`src/rtl/aekd_pkg.sv`:
```
// Package for the ANSI escape key decoder.
// Holds sizes, byte codes, result kinds and the command word passed from front to back.
// Depends on nothing.
`default_nettype none

package aekd_pkg;

   localparam int BUF_DEPTH = 16;
   localparam int IDX_W     = $clog2(BUF_DEPTH);
   localparam int CNT_W     = $clog2(BUF_DEPTH + 1);

   localparam int Q_DEPTH   = 2;
   localparam int QPTR_W    = (Q_DEPTH > 1) ? $clog2(Q_DEPTH) : 1;
   localparam int QCNT_W    = $clog2(Q_DEPTH + 1);

   localparam logic [7:0]  ESC_BYTE      = 8'h1B;
   localparam logic [7:0]  NUL_BYTE      = 8'h00;
   localparam logic [7:0]  CHAR_SS3      = 8'h4F;
   localparam logic [7:0]  CHAR_CSI      = 8'h5B;
   localparam logic [7:0]  PF_LO         = 8'h50;
   localparam logic [7:0]  PF_HI         = 8'h53;
   localparam logic [7:0]  PARAM_LO      = 8'h30;
   localparam logic [7:0]  PARAM_HI      = 8'h3F;
   localparam logic [7:0]  INTER_LO      = 8'h20;
   localparam logic [7:0]  INTER_HI      = 8'h2E;
   localparam logic [7:0]  FINAL_LO      = 8'h40;
   localparam logic [7:0]  FINAL_HI      = 8'h7E;
   localparam logic [7:0]  DIGIT_LO      = 8'h30;
   localparam logic [7:0]  DIGIT_HI      = 8'h39;
   localparam logic [31:0] PF_BASE       = 32'h5046_4F00;
   localparam logic [31:0] CSI_NUM_BASE  = 32'h005B_0000;

   typedef enum logic [1:0] {
      KIND_PLAIN = 2'd0,
      KIND_CSI   = 2'd1,
      KIND_PF    = 2'd2,
      KIND_RAW   = 2'd3
   } kind_type;

   typedef enum logic [1:0] {
      OP_NONE  = 2'd0,
      OP_EMIT  = 2'd1,
      OP_FLUSH = 2'd2
   } op_type;

   typedef enum logic [2:0] {
      PH_IDLE   = 3'd0,
      PH_PREFIX = 3'd1,
      PH_PF     = 3'd2,
      PH_PARAM  = 3'd3,
      PH_INTER  = 3'd4
   } phase_type;

   typedef enum logic [0:0] {
      BK_IDLE  = 1'b0,
      BK_DRAIN = 1'b1
   } back_state_type;

   typedef struct packed {
      logic        push;
      logic        clear;
      logic [7:0]  data;
      op_type      op;
      logic [31:0] code;
      kind_type    kind;
   } cmd_type;

endpackage

`default_nettype wire

```
`src/rtl/aekd_if.sv`:
```
// Channel interfaces of the ANSI escape key decoder.
// Request channel carries received words, response channel carries key results.
// Depends on nothing.
`default_nettype none

interface aekd_req_if;
   logic       valid;
   logic       ready;
   logic       mode;
   logic [7:0] rx_byte;
   modport source (output valid, mode, rx_byte, input ready);
   modport sink   (input valid, mode, rx_byte, output ready);
endinterface

interface aekd_rsp_if;
   logic        valid;
   logic        ready;
   logic [31:0] key_code;
   logic [1:0]  key_kind;
   logic        last;
   modport source (output valid, key_code, key_kind, last, input ready);
   modport sink   (input valid, key_code, key_kind, last, output ready);
endinterface

`default_nettype wire

```
`src/rtl/aekd_front.sv`:
```
// Front end of the ANSI escape key decoder: accepts request words, tracks the parse phase.
// Emits at most one command word per accepted request into the command queue.
// Depends on aekd_pkg and aekd_req_if.
`default_nettype none

module aekd_front (
   input  wire logic            clock,
   input  wire logic            reset,
   aekd_req_if.sink             req_bus,
   input  wire logic            q_full,
   output aekd_pkg::cmd_type    cmd,
   output logic                 cmd_valid
);

   aekd_pkg::phase_type            phase_ff, phase_in;
   logic [aekd_pkg::CNT_W-1:0]     count_ff, count_in;
   logic                           in_digits_ff, in_digits_in;
   logic                           have_digits_ff, have_digits_in;
   logic [31:0]                    num_ff, num_in;
   logic [7:0]                     term_ff, term_in;

   logic        accept;
   logic        push_ok;
   logic [7:0]  b;
   logic        is_param, is_inter, is_final, is_digit, is_pf;
   logic [31:0] num_next;
   logic [7:0]  term_eff;
   logic [31:0] csi_code;

   assign req_bus.ready = !q_full;
   assign accept   = req_bus.valid && req_bus.ready;
   assign b        = req_bus.rx_byte;
   assign push_ok  = count_ff < aekd_pkg::CNT_W'(aekd_pkg::BUF_DEPTH);
   assign is_param = (b >= aekd_pkg::PARAM_LO) && (b <= aekd_pkg::PARAM_HI);
   assign is_inter = (b >= aekd_pkg::INTER_LO) && (b <= aekd_pkg::INTER_HI);
   assign is_final = (b >= aekd_pkg::FINAL_LO) && (b <= aekd_pkg::FINAL_HI);
   assign is_digit = (b >= aekd_pkg::DIGIT_LO) && (b <= aekd_pkg::DIGIT_HI);
   assign is_pf    = (b >= aekd_pkg::PF_LO) && (b <= aekd_pkg::PF_HI);
   assign num_next = (num_ff << 3) + (num_ff << 1) + {28'd0, b[3:0]};
   assign term_eff = (push_ok && in_digits_ff) ? b : term_ff;
   assign csi_code = have_digits_ff
                   ? ((aekd_pkg::CSI_NUM_BASE + (num_ff << 8)) | {24'd0, term_eff})
                   : {16'd0, aekd_pkg::CHAR_CSI, term_eff};

   always_ff @(posedge clock) begin
      if (reset) begin
         phase_ff       <= aekd_pkg::PH_IDLE;
         count_ff       <= '0;
         in_digits_ff   <= 1'b0;
         have_digits_ff <= 1'b0;
      end else begin
         phase_ff       <= phase_in;
         count_ff       <= count_in;
         in_digits_ff   <= in_digits_in;
         have_digits_ff <= have_digits_in;
      end
      num_ff  <= num_in;
      term_ff <= term_in;
   end

   always_comb begin
      phase_in       = phase_ff;
      count_in       = count_ff;
      in_digits_in   = in_digits_ff;
      have_digits_in = have_digits_ff;
      num_in         = num_ff;
      term_in        = term_ff;
      cmd_valid      = 1'b0;
      cmd.push       = 1'b0;
      cmd.clear      = 1'b0;
      cmd.data       = b;
      cmd.op         = aekd_pkg::OP_NONE;
      cmd.code       = {24'd0, b};
      cmd.kind       = aekd_pkg::KIND_PLAIN;
      if (accept) begin
         if (req_bus.mode) begin
            if (phase_ff != aekd_pkg::PH_IDLE) begin
               cmd_valid = 1'b1;
               cmd.op    = aekd_pkg::OP_FLUSH;
               phase_in  = aekd_pkg::PH_IDLE;
               count_in  = '0;
            end
         end else if (b != aekd_pkg::NUL_BYTE) begin
            unique case (phase_ff) inside
               aekd_pkg::PH_IDLE: begin
                  cmd_valid = 1'b1;
                  if (b == aekd_pkg::ESC_BYTE) begin
                     cmd.push       = 1'b1;
                     cmd.clear      = 1'b1;
                     count_in       = aekd_pkg::CNT_W'(1);
                     phase_in       = aekd_pkg::PH_PREFIX;
                     in_digits_in   = 1'b1;
                     have_digits_in = 1'b0;
                     num_in         = '0;
                     term_in        = '0;
                  end else begin
                     cmd.op = aekd_pkg::OP_EMIT;
                  end
               end
               aekd_pkg::PH_PREFIX: begin
                  cmd_valid = 1'b1;
                  cmd.push  = push_ok;
                  count_in  = count_ff + aekd_pkg::CNT_W'(push_ok);
                  if (b == aekd_pkg::CHAR_SS3) begin
                     phase_in = aekd_pkg::PH_PF;
                  end else if (b == aekd_pkg::CHAR_CSI) begin
                     phase_in = aekd_pkg::PH_PARAM;
                  end else begin
                     cmd.op   = aekd_pkg::OP_FLUSH;
                     phase_in = aekd_pkg::PH_IDLE;
                     count_in = '0;
                  end
               end
               aekd_pkg::PH_PF: begin
                  cmd_valid = 1'b1;
                  phase_in  = aekd_pkg::PH_IDLE;
                  count_in  = '0;
                  if (is_pf) begin
                     cmd.op   = aekd_pkg::OP_EMIT;
                     cmd.code = aekd_pkg::PF_BASE | {24'd0, b};
                     cmd.kind = aekd_pkg::KIND_PF;
                  end else begin
                     cmd.push = push_ok;
                     cmd.op   = aekd_pkg::OP_FLUSH;
                  end
               end
               aekd_pkg::PH_PARAM, aekd_pkg::PH_INTER: begin
                  if (((phase_ff == aekd_pkg::PH_PARAM) && is_param) || is_inter) begin
                     cmd_valid = push_ok;
                     cmd.push  = push_ok;
                     count_in  = count_ff + aekd_pkg::CNT_W'(push_ok);
                     if (is_inter) begin
                        phase_in = aekd_pkg::PH_INTER;
                     end
                     if (push_ok && in_digits_ff) begin
                        if (is_digit) begin
                           num_in         = num_next;
                           have_digits_in = 1'b1;
                        end else begin
                           in_digits_in = 1'b0;
                           term_in      = b;
                        end
                     end
                  end else if (is_final) begin
                     cmd_valid = 1'b1;
                     cmd.op    = aekd_pkg::OP_EMIT;
                     cmd.code  = csi_code;
                     cmd.kind  = aekd_pkg::KIND_CSI;
                     phase_in  = aekd_pkg::PH_IDLE;
                     count_in  = '0;
                  end else begin
                     cmd_valid = 1'b1;
                     cmd.op    = aekd_pkg::OP_FLUSH;
                     phase_in  = aekd_pkg::PH_IDLE;
                     count_in  = '0;
                  end
               end
               default: begin
                  phase_in = aekd_pkg::PH_IDLE;
                  count_in = '0;
               end
            endcase
         end
      end
   end

   a_count_bound: assert property (@(posedge clock) disable iff (reset)
      count_ff <= aekd_pkg::CNT_W'(aekd_pkg::BUF_DEPTH))
      else $error("sequence count past buffer depth");
   a_open_has_esc: assert property (@(posedge clock) disable iff (reset)
      (phase_ff != aekd_pkg::PH_IDLE) |-> (count_ff != '0))
      else $error("open sequence with empty buffer");
   a_idle_empty: assert property (@(posedge clock) disable iff (reset)
      (phase_ff == aekd_pkg::PH_IDLE) |-> (count_ff == '0))
      else $error("idle parser with buffered words");
   a_cmd_on_accept: assert property (@(posedge clock) disable iff (reset)
      cmd_valid |-> accept)
      else $error("command without accepted word");

endmodule

`default_nettype wire

```
`src/rtl/aekd_cmd_queue.sv`:
```
// Short command queue between the front end and the back end of the key decoder.
// Holds up to aekd_pkg::Q_DEPTH command words in arrival order.
// Depends on aekd_pkg.
`default_nettype none

module aekd_cmd_queue (
   input  wire logic             clock,
   input  wire logic             reset,
   input  wire logic             wr_en,
   input  aekd_pkg::cmd_type     wr_data,
   output logic                  full,
   input  wire logic             rd_en,
   output logic                  rd_valid,
   output aekd_pkg::cmd_type     rd_data
);

   aekd_pkg::cmd_type              slots_ff [aekd_pkg::Q_DEPTH];
   logic [aekd_pkg::QPTR_W-1:0]    wr_ptr_ff, wr_ptr_in;
   logic [aekd_pkg::QPTR_W-1:0]    rd_ptr_ff, rd_ptr_in;
   logic [aekd_pkg::QCNT_W-1:0]    fill_ff, fill_in;
   logic                           do_wr, do_rd;

   assign full     = fill_ff == aekd_pkg::QCNT_W'(aekd_pkg::Q_DEPTH);
   assign rd_valid = fill_ff != '0;
   assign rd_data  = slots_ff[rd_ptr_ff];
   assign do_wr    = wr_en && !full;
   assign do_rd    = rd_en && rd_valid;

   always_comb begin
      wr_ptr_in = wr_ptr_ff;
      rd_ptr_in = rd_ptr_ff;
      fill_in   = fill_ff;
      if (do_wr) begin
         wr_ptr_in = (wr_ptr_ff == aekd_pkg::QPTR_W'(aekd_pkg::Q_DEPTH - 1))
                   ? '0 : wr_ptr_ff + aekd_pkg::QPTR_W'(1);
      end
      if (do_rd) begin
         rd_ptr_in = (rd_ptr_ff == aekd_pkg::QPTR_W'(aekd_pkg::Q_DEPTH - 1))
                   ? '0 : rd_ptr_ff + aekd_pkg::QPTR_W'(1);
      end
      if (do_wr && !do_rd) begin
         fill_in = fill_ff + aekd_pkg::QCNT_W'(1);
      end else if (do_rd && !do_wr) begin
         fill_in = fill_ff - aekd_pkg::QCNT_W'(1);
      end
   end

   always_ff @(posedge clock) begin
      if (reset) begin
         wr_ptr_ff <= '0;
         rd_ptr_ff <= '0;
         fill_ff   <= '0;
      end else begin
         wr_ptr_ff <= wr_ptr_in;
         rd_ptr_ff <= rd_ptr_in;
         fill_ff   <= fill_in;
      end
      if (do_wr) begin
         slots_ff[wr_ptr_ff] <= wr_data;
      end
   end

   a_no_overflow: assert property (@(posedge clock) disable iff (reset)
      wr_en |-> !full)
      else $error("command queue overflow");
   a_fill_bound: assert property (@(posedge clock) disable iff (reset)
      fill_ff <= aekd_pkg::QCNT_W'(aekd_pkg::Q_DEPTH))
      else $error("command queue fill past depth");
   a_fill_step: assert property (@(posedge clock) disable iff (reset)
      (do_wr && !do_rd) |=> (fill_ff == $past(fill_ff) + aekd_pkg::QCNT_W'(1)))
      else $error("command queue fill not advanced on write");

endmodule

`default_nettype wire

```
`src/rtl/aekd_back.sv`:
```
// Back end of the key decoder: runs commands, owns the sequence buffer and the result register.
// Drains buffered words as raw results on a failed sequence.
// Depends on aekd_pkg and aekd_rsp_if.
`default_nettype none

module aekd_back (
   input  wire logic             clock,
   input  wire logic             reset,
   input  wire logic             cmd_valid,
   input  aekd_pkg::cmd_type     cmd,
   output logic                  cmd_pop,
   aekd_rsp_if.source            rsp_bus
);

   logic [7:0]                     seq_mem [aekd_pkg::BUF_DEPTH];
   logic [7:0]                     rd_data_ff;
   logic [aekd_pkg::IDX_W-1:0]     rd_addr;
   logic                           wr_en;
   logic [aekd_pkg::IDX_W-1:0]     wr_addr;

   aekd_pkg::back_state_type       state_ff, state_in;
   logic [aekd_pkg::CNT_W-1:0]     count_ff, count_in;
   logic [aekd_pkg::CNT_W-1:0]     count_eff;
   logic [aekd_pkg::IDX_W-1:0]     idx_ff, idx_in;
   logic                           rsp_valid_ff, rsp_valid_in;
   logic [31:0]                    rsp_code_ff, rsp_code_in;
   aekd_pkg::kind_type             rsp_kind_ff, rsp_kind_in;
   logic                           rsp_last_ff, rsp_last_in;
   logic                           out_free;
   logic                           load;
   logic                           drain_last;

   assign out_free         = !rsp_valid_ff || rsp_bus.ready;
   assign rsp_bus.valid    = rsp_valid_ff;
   assign rsp_bus.key_code = rsp_code_ff;
   assign rsp_bus.key_kind = rsp_kind_ff;
   assign rsp_bus.last     = rsp_last_ff;
   assign drain_last       = (aekd_pkg::CNT_W'(idx_ff) + aekd_pkg::CNT_W'(1)) == count_ff;
   assign wr_addr          = cmd.clear ? '0 : count_ff[aekd_pkg::IDX_W-1:0];
   assign count_eff        = cmd.clear ? aekd_pkg::CNT_W'(1)
                           : count_ff + aekd_pkg::CNT_W'(cmd.push);

   always_ff @(posedge clock) begin
      if (wr_en) begin
         seq_mem[wr_addr] <= cmd.data;
      end
      rd_data_ff <= seq_mem[rd_addr];
   end

   always_ff @(posedge clock) begin
      if (reset) begin
         state_ff     <= aekd_pkg::BK_IDLE;
         count_ff     <= '0;
         idx_ff       <= '0;
         rsp_valid_ff <= 1'b0;
      end else begin
         state_ff     <= state_in;
         count_ff     <= count_in;
         idx_ff       <= idx_in;
         rsp_valid_ff <= rsp_valid_in;
      end
      rsp_code_ff <= rsp_code_in;
      rsp_kind_ff <= rsp_kind_in;
      rsp_last_ff <= rsp_last_in;
   end

   always_comb begin
      state_in    = state_ff;
      count_in    = count_ff;
      idx_in      = idx_ff;
      cmd_pop     = 1'b0;
      wr_en       = 1'b0;
      rd_addr     = idx_ff;
      load        = 1'b0;
      rsp_code_in = rsp_code_ff;
      rsp_kind_in = rsp_kind_ff;
      rsp_last_in = rsp_last_ff;
      unique case (state_ff)
         aekd_pkg::BK_IDLE: begin
            rd_addr = '0;
            if (cmd_valid && out_free) begin
               cmd_pop  = 1'b1;
               wr_en    = cmd.push;
               count_in = (cmd.push || cmd.clear) ? count_eff : count_ff;
               unique case (cmd.op)
                  aekd_pkg::OP_EMIT: begin
                     load        = 1'b1;
                     rsp_code_in = cmd.code;
                     rsp_kind_in = cmd.kind;
                     rsp_last_in = 1'b1;
                     count_in    = '0;
                  end
                  aekd_pkg::OP_FLUSH: begin
                     idx_in = '0;
                     if (count_eff != '0) begin
                        state_in = aekd_pkg::BK_DRAIN;
                        count_in = count_eff;
                     end
                  end
                  default: begin
                  end
               endcase
            end
         end
         aekd_pkg::BK_DRAIN: begin
            if (out_free) begin
               load        = 1'b1;
               rsp_code_in = {24'd0, rd_data_ff};
               rsp_kind_in = aekd_pkg::KIND_RAW;
               rsp_last_in = drain_last;
               rd_addr     = idx_ff + aekd_pkg::IDX_W'(1);
               if (drain_last) begin
                  state_in = aekd_pkg::BK_IDLE;
                  count_in = '0;
               end else begin
                  idx_in = idx_ff + aekd_pkg::IDX_W'(1);
               end
            end
         end
         default: begin
            state_in = aekd_pkg::BK_IDLE;
         end
      endcase
      rsp_valid_in = load ? 1'b1 : (rsp_bus.ready ? 1'b0 : rsp_valid_ff);
   end

   a_drain_in_range: assert property (@(posedge clock) disable iff (reset)
      (state_ff == aekd_pkg::BK_DRAIN) |-> (aekd_pkg::CNT_W'(idx_ff) < count_ff))
      else $error("drain index past buffered count");
   a_no_pop_in_drain: assert property (@(posedge clock) disable iff (reset)
      (state_ff == aekd_pkg::BK_DRAIN) |-> !cmd_pop)
      else $error("command taken while draining");
   a_hold_stalled: assert property (@(posedge clock) disable iff (reset)
      (rsp_valid_ff && !rsp_bus.ready) |=> (rsp_valid_ff && $stable(rsp_code_ff)))
      else $error("stalled result changed");
   a_drain_ends_last: assert property (@(posedge clock) disable iff (reset)
      ((state_ff == aekd_pkg::BK_DRAIN) && out_free && drain_last)
      |=> (rsp_last_ff && state_ff == aekd_pkg::BK_IDLE))
      else $error("drain end without last flag");

endmodule

`default_nettype wire

```
`src/rtl/ansi_escape_key_decoder.sv`:
```
// Top level of the ANSI escape key decoder.
// Connects the front end, the command queue and the back end.
// Depends on aekd_pkg, aekd_if, aekd_front, aekd_cmd_queue and aekd_back.
`default_nettype none

// Turns terminal bytes and gap timeouts into key codes. The front end takes one request
// word per cycle while the two-entry command queue has room, and a word that ends a
// sequence or a plain key leaves one result. A failed or timed-out sequence of n buffered
// bytes leaves n raw results, one per cycle while the receiver takes them, since the
// back end reads the sequence buffer through its single read port; n is at most
// aekd_pkg::BUF_DEPTH. After taking a flush the back end takes no new command until
// the drain ends. The buffer needs no clearing pass after reset.
module ansi_escape_key_decoder (
   input  wire logic   clock,
   input  wire logic   reset,
   aekd_req_if.sink    req_bus,
   aekd_rsp_if.source  rsp_bus
);

   aekd_pkg::cmd_type  front_cmd;
   logic               front_cmd_valid;
   logic               q_full;
   aekd_pkg::cmd_type  back_cmd;
   logic               back_cmd_valid;
   logic               back_cmd_pop;

   aekd_front u_front (
      .clock     (clock),
      .reset     (reset),
      .req_bus   (req_bus),
      .q_full    (q_full),
      .cmd       (front_cmd),
      .cmd_valid (front_cmd_valid)
   );

   aekd_cmd_queue u_queue (
      .clock    (clock),
      .reset    (reset),
      .wr_en    (front_cmd_valid),
      .wr_data  (front_cmd),
      .full     (q_full),
      .rd_en    (back_cmd_pop),
      .rd_valid (back_cmd_valid),
      .rd_data  (back_cmd)
   );

   aekd_back u_back (
      .clock     (clock),
      .reset     (reset),
      .cmd_valid (back_cmd_valid),
      .cmd       (back_cmd),
      .cmd_pop   (back_cmd_pop),
      .rsp_bus   (rsp_bus)
   );

endmodule

`default_nettype wire

```
`src/flat_wrapper.sv`:
```
// flat-port wrapper written by rule: the top's interface ports become plain ports
module ansi_escape_key_decoder_flat 
  (clock, reset, req_bus_valid, req_bus_mode, req_bus_rx_byte, req_bus_ready, rsp_bus_valid, rsp_bus_key_code, rsp_bus_key_kind, rsp_bus_last, rsp_bus_ready);
  aekd_req_if req_bus_i ();
  aekd_rsp_if rsp_bus_i ();
  input  wire logic clock;
  input  wire logic reset;
  input wire logic [$bits(req_bus_i.valid)-1:0] req_bus_valid;
  input wire logic [$bits(req_bus_i.mode)-1:0] req_bus_mode;
  input wire logic [$bits(req_bus_i.rx_byte)-1:0] req_bus_rx_byte;
  output wire logic [$bits(req_bus_i.ready)-1:0] req_bus_ready;
  output wire logic [$bits(rsp_bus_i.valid)-1:0] rsp_bus_valid;
  output wire logic [$bits(rsp_bus_i.key_code)-1:0] rsp_bus_key_code;
  output wire logic [$bits(rsp_bus_i.key_kind)-1:0] rsp_bus_key_kind;
  output wire logic [$bits(rsp_bus_i.last)-1:0] rsp_bus_last;
  input wire logic [$bits(rsp_bus_i.ready)-1:0] rsp_bus_ready;
  assign req_bus_i.valid = req_bus_valid;
  assign req_bus_i.mode = req_bus_mode;
  assign req_bus_i.rx_byte = req_bus_rx_byte;
  assign req_bus_ready = req_bus_i.ready;
  assign rsp_bus_valid = rsp_bus_i.valid;
  assign rsp_bus_key_code = rsp_bus_i.key_code;
  assign rsp_bus_key_kind = rsp_bus_i.key_kind;
  assign rsp_bus_last = rsp_bus_i.last;
  assign rsp_bus_i.ready = rsp_bus_ready;
  ansi_escape_key_decoder u_core (.clock(clock), .reset(reset), .req_bus(req_bus_i), .rsp_bus(rsp_bus_i));
endmodule
```
`config.mk`:
```
export PLATFORM = sky130hd
export DESIGN_NAME = ansi_escape_key_decoder_flat
export DESIGN_NICKNAME = d
export VERILOG_FILES = /design/src/rtl/aekd_pkg.sv /design/src/rtl/aekd_if.sv /design/src/rtl/aekd_front.sv /design/src/rtl/aekd_cmd_queue.sv /design/src/rtl/aekd_back.sv /design/src/rtl/ansi_escape_key_decoder.sv /design/src/flat_wrapper.sv
export SDC_FILE = /design/constraint.sdc
export NUM_CORES = 1
export LEC_CHECK = 0
export BUFFER_PORTS_ARGS = -buffer_cell sky130_fd_sc_hd__buf_2
export CORE_MARGIN = 2
export CORE_UTILIZATION = 50
export DETAILED_ROUTE_END_ITERATION = 16
export HOLD_SLACK_MARGIN = 0.03
export PLACE_DENSITY_LB_ADDON = 0.25
export SYNTH_ARGS = -nofsm -noshare
export SYNTH_HDL_FRONTEND = slang
export SYNTH_SLANG_ARGS = --single-unit
```
`constraint.sdc`:
```
create_clock -name clock -period 4.7 [get_ports clock]
set_input_delay 0 -clock clock [delete_from_list [all_inputs] [get_ports clock]]
set_output_delay 0 -clock clock [all_outputs]
set_load 0.02 [all_outputs]
```
Word-level counts from Yosys, hierarchy flattened. Memory sizes are Yosys's and may differ from the RTL's. A register that Yosys moved wholly into a read port is not among the register bits. Index checks and enable logic that the tools add are counted.

Bits in registers: 92. RAM bits: 220. Bits of input ports: 13. Output and inout bits: 37. Logic and storage cells: 227. Memories kept: 2.

Memory list: u_core.u_back.seq_mem (depth 16, width 8, read ports 1, clocked after memory_dff 1, write ports 1, RTL line aekd_back.sv:15) `logic [7:0] seq_mem [aekd_pkg::BUF_DEPTH];`; u_core.u_queue.slots_ff (depth 2, width 46, read ports 1, clocked after memory_dff 1, write ports 1, RTL line aekd_cmd_queue.sv:17) `aekd_pkg::cmd_type slots_ff [aekd_pkg::Q_DEPTH];`.

Add/sub/neg operators: 11. $lt $le $gt $ge: 10. Equal/unequal tests: 25. Muxes and demuxes: 122. Bitwise logic cells: 3. Reduce and logical (&&, ||, !) cells: 38.

Operators with widths (number): two-way mux 32 bit (4); two-way mux 36 bit (3); two-way mux 24 bit (4); two-way mux 34 bit (2); one-hot mux 34 bit (2 select lines) (1); two-way mux 5 bit (13); one-hot mux 32 bit (2 select lines) (1); one-hot mux 24 bit (2 select lines) (1); two-way mux 1 bit (42); two-way mux 8 bit (5); two-way mux 33 bit (1); adder 23 x 32 -> 32 bit (first input constant) (1); two-way mux 2 bit (16); bitwise OR 32 x 8 -> 32 bit (1); adder 24 bit (1); adder 24 x 4 -> 24 bit (1); <= comparator 8 x 6 -> 1 bit (second input constant) (3); two-way mux 4 bit (6); two-way mux 3 bit (7); one-hot mux 5 bit (2 select lines) (2); == test 8 x 7 -> 1 bit (second input constant) (2); greater-or-equal comparator 8 x 6 -> 1 bit (second input constant) (2); greater-or-equal comparator 8 x 7 -> 1 bit (second input constant) (2); <= comparator 8 x 7 -> 1 bit (second input constant) (2); 41 further kinds (86).

Logic depth before layout (Yosys ltp).
Depth in word-level cells: 14. Mapped depth: 12. Gate-level depth less buffers: 9.

Cells and area by module. From an unflattened synthesis, not the netlist that was laid out.

Cell total of the unflattened synthesis: 1056. Area, all modules: 14880.5 µm².

By module, submodules not included: aekd_back (times used 1, cells an instance 419, area an instance 7294.5 µm², sequential area each 5275.1 µm²); aekd_front (times used 1, cells an instance 469, area an instance 4050.1 µm², sequential area each 1161.1 µm²); aekd_cmd_queue (times used 1, cells an instance 168, area an instance 3535.9 µm², sequential area each 2862.7 µm²).

Worst setup path after synthesis. Ideal clock, no wire load.

Path type: register -> register. Start point: reg u_core.u_front.phase_ff[2]. End point: mem u_core.u_queue.slots_ff[0][0] in the netlist's numbering, enable pin. Setup time: 455 ps. Data arrival time: 3460 ps. Required time: 4245 ps. Path slack: 785 ps. Cell stages (with the launch flop): 6. Path buffers: 0. Period minus slack after synthesis: 3915 ps. Cell sequence: dfxtp_1 -> nor3b_2 -> nor2_1 -> nor3_1 -> o31a_1 -> nor2b_1.

Longest elaborated chain between the ends: 11. Elaborated cells on any way between the ends: 19. Those cells by class: eq/ne: 4; mux: 8; reduce/logical: 7.

RTL lines: start, declared (RTL line aekd_front.sv:15) `aekd_pkg::phase_type phase_ff, phase_in;`; start signal, assigned (RTL line aekd_front.sv:47) `phase_ff <= aekd_pkg::PH_IDLE;`; start signal, assigned (RTL line aekd_front.sv:52) `phase_ff <= phase_in;`; == test 3 x 2 -> 1 bit (RTL line aekd_front.sv:128) `if (((phase_ff == aekd_pkg::PH_PARAM) && is_param) || is_inter) begin`; logical AND 1 bit (RTL line aekd_front.sv:128); logical OR 1 bit (RTL line aekd_front.sv:128); two-way mux 1 bit (RTL line aekd_front.sv:128); one-hot mux 1 bit (2 select lines) (RTL line aekd_front.sv:84) `unique case (phase_ff) inside`; two-way mux 1 bit (RTL line aekd_front.sv:83) `end else if (b != aekd_pkg::NUL_BYTE) begin`; two-way mux 1 bit (*) (RTL line aekd_front.sv:76) `if (req_bus.mode) begin`; two-way mux 1 bit (*) (RTL line aekd_front.sv:75) `if (accept) begin`; logical AND 1 bit (*) (RTL line aekd_cmd_queue.sv:26) `assign do_wr = wr_en && !full;`; net u_core.u_queue.do_wr (RTL line aekd_cmd_queue.sv:21) `logic do_wr, do_rd;`; two-way mux 1 bit (*) (RTL line aekd_cmd_queue.sv:58) `if (do_wr) begin`; two-way mux 1 bit (not written as such) (*) (RTL line aekd_cmd_queue.sv:59) `slots_ff[wr_ptr_ff] <= wr_data;`; end, declared (RTL line aekd_cmd_queue.sv:17).

The timed path passes the listed nets; every way through them passes the cells marked *.

Worst setup path in the final report.
Start point: reg u_core.u_front.phase_ff[2]. End point: mem u_core.u_queue.slots_ff[1][7] in the netlist's numbering, enable pin.

The elaborated chain is that of the path after synthesis.

==> flow_summary.ini <==
[run_status]
status = finished, final reports clean

[floorplan]
dieArea_um2 = 31000
start_util_pct = 50.4
rows = 63
die_y_um = 176
ios = 50
core_area_um2 = 29400
dieWidth_um = 176

[clocking]
cts_sinks = 321
cts_buffer_depth = 3
cts_resized = 0
cts_buffers = 35
cts_tree = built
clock_latency_ns = 0.52
post-cts-setup-buffers = 0
htree_levels = 2
holdBufCountCts = 12
path_clk_slew_ns = 0.06
cts-root-buf = clkbuf_16

[placed_design]
detailed_place_hpwl_um = 20900
placed_cell_area_um2 = 15500
place_congestion = 0.857
numPortBuffers = 49
placed_cells = 1478

[logic_synthesis]
synthFlopType = edfxtp_1
syn_area_um2 = 14800
synth_cell_types = 72
ys_async_sr_fraction_pct = 0
yosys.area.top_type = edfxtp_1
ys_seq_area_share_pct = 62.8
synth-edff-count = 287
synth_nets = 1138
synth_cells = 1072
synth.top_cell.area_share_pct = 58.2
yosys-top-cells-area = edfxtp_1 58%, mux4_2 4.9%, dfxtp_1 4.6%, mux2i_1 4.6%, ha_1 4.3%
yosysWarnings = 0
syn_area_per_cell_um2 = 13.8
ys_ff_latch = 321

[job]
maxCapViolations = 0

[setup_path]
crit_start = u_core.u_front.phase_ff[2]$_SDFFE_PP0P_
critPathKind = flop to flop
worstPathCellList = nor3b_2, nor2_1, buf_4, nor3_1, o31a_1, and2_2, buf_4
critPathLaunchType = flop
end_kind = flop
cp_top_family = simple AND/OR/NAND/NOR gates
cp_data_required_time_ns = 4.92
slowest_delay_ns = 0.74
critPathArrivalTime_ns = 3.53
crit_fanout = 35
worstPathBufferInverterCount = 2
r2r_start = u_core.u_front.phase_ff[2]$_SDFFE_PP0P_
cpMostUsedCell = buf_4
crit_slowest_cell = and2_2

[final_layout]
utilization_pct = 57.1
antennaDiodeCount = 0
stdcell_area_um2 = 16800
nNetsFinal = 1203
fill_cells = 2291
instances_no_fill = 1553
drive_gt1_share_pct = 16.6
areaGrowthSynthToFinish_pct = 13.3

[sta]
min_period_over_period_pct = 70.5
setup_viol = 0
worstMarginPinSlew_ns = 0.985
fin_skew_ns = 0.0263
min_period_ns = 3.32
maxSlewViolCount = 0
hold_viol_final = 0
rsz0062_at_grt = no
max_slew_margin_pct = 33.8
hold_slack_ns = 0.0776
max_freq_mhz = 302
tns_ns = 0

[routing]
route.detailed.drc = 0
drtIter0Drc = 774
dr.pass1.iters = 5
antenna_left = 0
wirelength_um = 30600
dr_total_vias = 8825
wl_per_cell_um = 19.7
via_per_inst = 5.68

[min_path]
hp-start = req_bus_valid
hold_class = primary input to flop

[power_and_ir_drop]
p_leak_nw = 5.96
vdd_drop_max_uv = 251
power_density_nw_per_um2 = 457

[global_route]
grt_util_all_layers_pct = 20.2
grt_pass1_wl_um = 48400
grt_remaining_overflow = 0
grt_antenna_before_repair = 0
grt_start_max_net_pins = 53
grt_pass1_vias = 8744
[registers in the layout, summed over array words and instances, names as in the netlist, 2 cells and up, named ones only]
name	flops
u_core.u_front.num_ff	24
u_core.u_front.term_ff	8
u_core.u_back.rsp_bus.key_code	32
u_core.u_back.seq_mem	128
u_core.u_back.idx_ff	4
u_core.u_back.rd_data_ff	8
u_core.u_front.phase_ff	3
u_core.u_queue.slots_ff	92
u_core.u_front.count_ff	5
u_core.u_queue.fill_ff	2
u_core.u_back.rsp_bus.key_kind	2
u_core.u_back.count_ff	5
[cell usage in the layout, fill, tap and decap left out, types with 13 or more instances in the layout]
cell type and n:
edfxtp_1 287, nor2_1 102, mux2i_1 68, nand2_1 67, ha_1 51, buf_2 49
a21oi_1 43, clkbuf_16 35, o21ai_0 34, mux4_2 32, dfxtp_1 32, and2_1 22
xnor2_1 22, nand3_1 20, mux2_2 20, inv_1 19, nor3_1 17, xor2_1 17
nor2b_1 13
[logic make-up (layout without fill, tap and decap cells)]
family	count (synthesis)	in the layout	share of synthesized area, %
xor gates and xnor gates	39	39	2.31
DFF	321	321	62.8
adders and majority gates	53	53	4.58
muxes	120	120	11.0
buffers and inverters	64	155	1.70
AOI/OAI and AO/OA	156	156	6.89
and+or+nand+nor	319	319	10.8
[worst paths after layout]
path	endpoint	slack (ns)	cells past startpoint
setup / recovery	u_core.u_queue.slots_ff[1][7]$_DFFE_PP_	1.38	7
hold reg to reg	u_core.u_front.count_ff[1]$_SDFFE_PP0P_	0.49	2
hold / removal	u_core.u_front.count_ff[1]$_SDFFE_PP0P_	0.08	5
setup reg to reg	u_core.u_queue.slots_ff[1][7]$_DFFE_PP_	1.38	7
[where the power goes]
| part | switching, W | leakage [nW] | internal (W) | total (W) |
|---|---|---|---|---|
| clock | 0.00109 | 0.571 | 0.00170 | 0.00278 |
| sequential | 0.000127 | 2.91 | 0.00349 | 0.00361 |
| combinational | 0.000816 | 2.47 | 0.000452 | 0.00127 |
| total | 0.00203 | 5.96 | 0.00563 | 0.00766 |
[worst min-delay path: stages]
cell	delay [ns]
buf_2	0.09
nand2_1	0.18
nor3b_2	0.12
nand3_1	0.08
a21oi_1	0.06
[area by class of cell]
type,count,area [um^2],share of cell area [%]
Sequential cell,321,9300,55.4
Multi-Input combinational cell,687,5280,31.5
Clock buffer,45,933,5.56
Tap cell,390,488,2.91
Timing Repair Buffer,72,448,2.67
Clock inverter,18,255,1.52
Inverter,20,75.1,0.447
[metrics by stage]
step | power [W] | setup slack, ns
floorplan | 0.00454 | 0.785
global placement | 0.00493 | 1.41
detailed placement | 0.00495 | 1.35
CTS | 0.00773 | 1.34
global route | 0.00798 | 0.981
finish | 0.00766 | 1.38
[layer usage]
layer / vias to the layer above / global-route usage (%) / wire length, um
met5: - / 0 / 0
met4: 0 / 5.51 / 586
met3: 36 / 2.97 / 1670
met2: 248 / 32.4 / 14500
met1: 4345 / 29.0 / 13900
li1: 4196 / - / -
[synthesized netlist by cell type, types with 3 or more instances]
| cell | count |
|---|---|
| o22ai_1 | 5 |
| a41o_1 | 3 |
| a211oi_1 | 4 |
| nand2_1 | 69 |
| buf_2 | 9 |
| o21a_1 | 9 |
| and2_1 | 23 |
| dfxtp_1 | 34 |
| a21oi_1 | 43 |
| o221ai_1 | 3 |
| a211o_1 | 3 |
| ha_1 | 51 |
| o211ai_1 | 3 |
| a21o_1 | 5 |
| nor3_1 | 17 |
| inv_1 | 19 |
| xnor2_1 | 22 |
| edfxtp_1 | 287 |
| o21bai_1 | 5 |
| nand3_1 | 20 |
| a31oi_1 | 4 |
| mux2i_1 | 68 |
| nand4_1 | 7 |
| a221oi_1 | 3 |
| nor3b_1 | 7 |
| xor2_1 | 17 |
| nor2b_1 | 14 |
| o31ai_1 | 5 |
| mux4_2 | 32 |
| or2_2 | 6 |
| o21ai_0 | 34 |
| nand2b_1 | 12 |
| or3_1 | 5 |
| and3_1 | 11 |
| nand3b_1 | 10 |
| nor2_1 | 103 |
| clkbuf_1 | 33 |
| mux2_2 | 20 |
(Power assumes the default switching activity.)
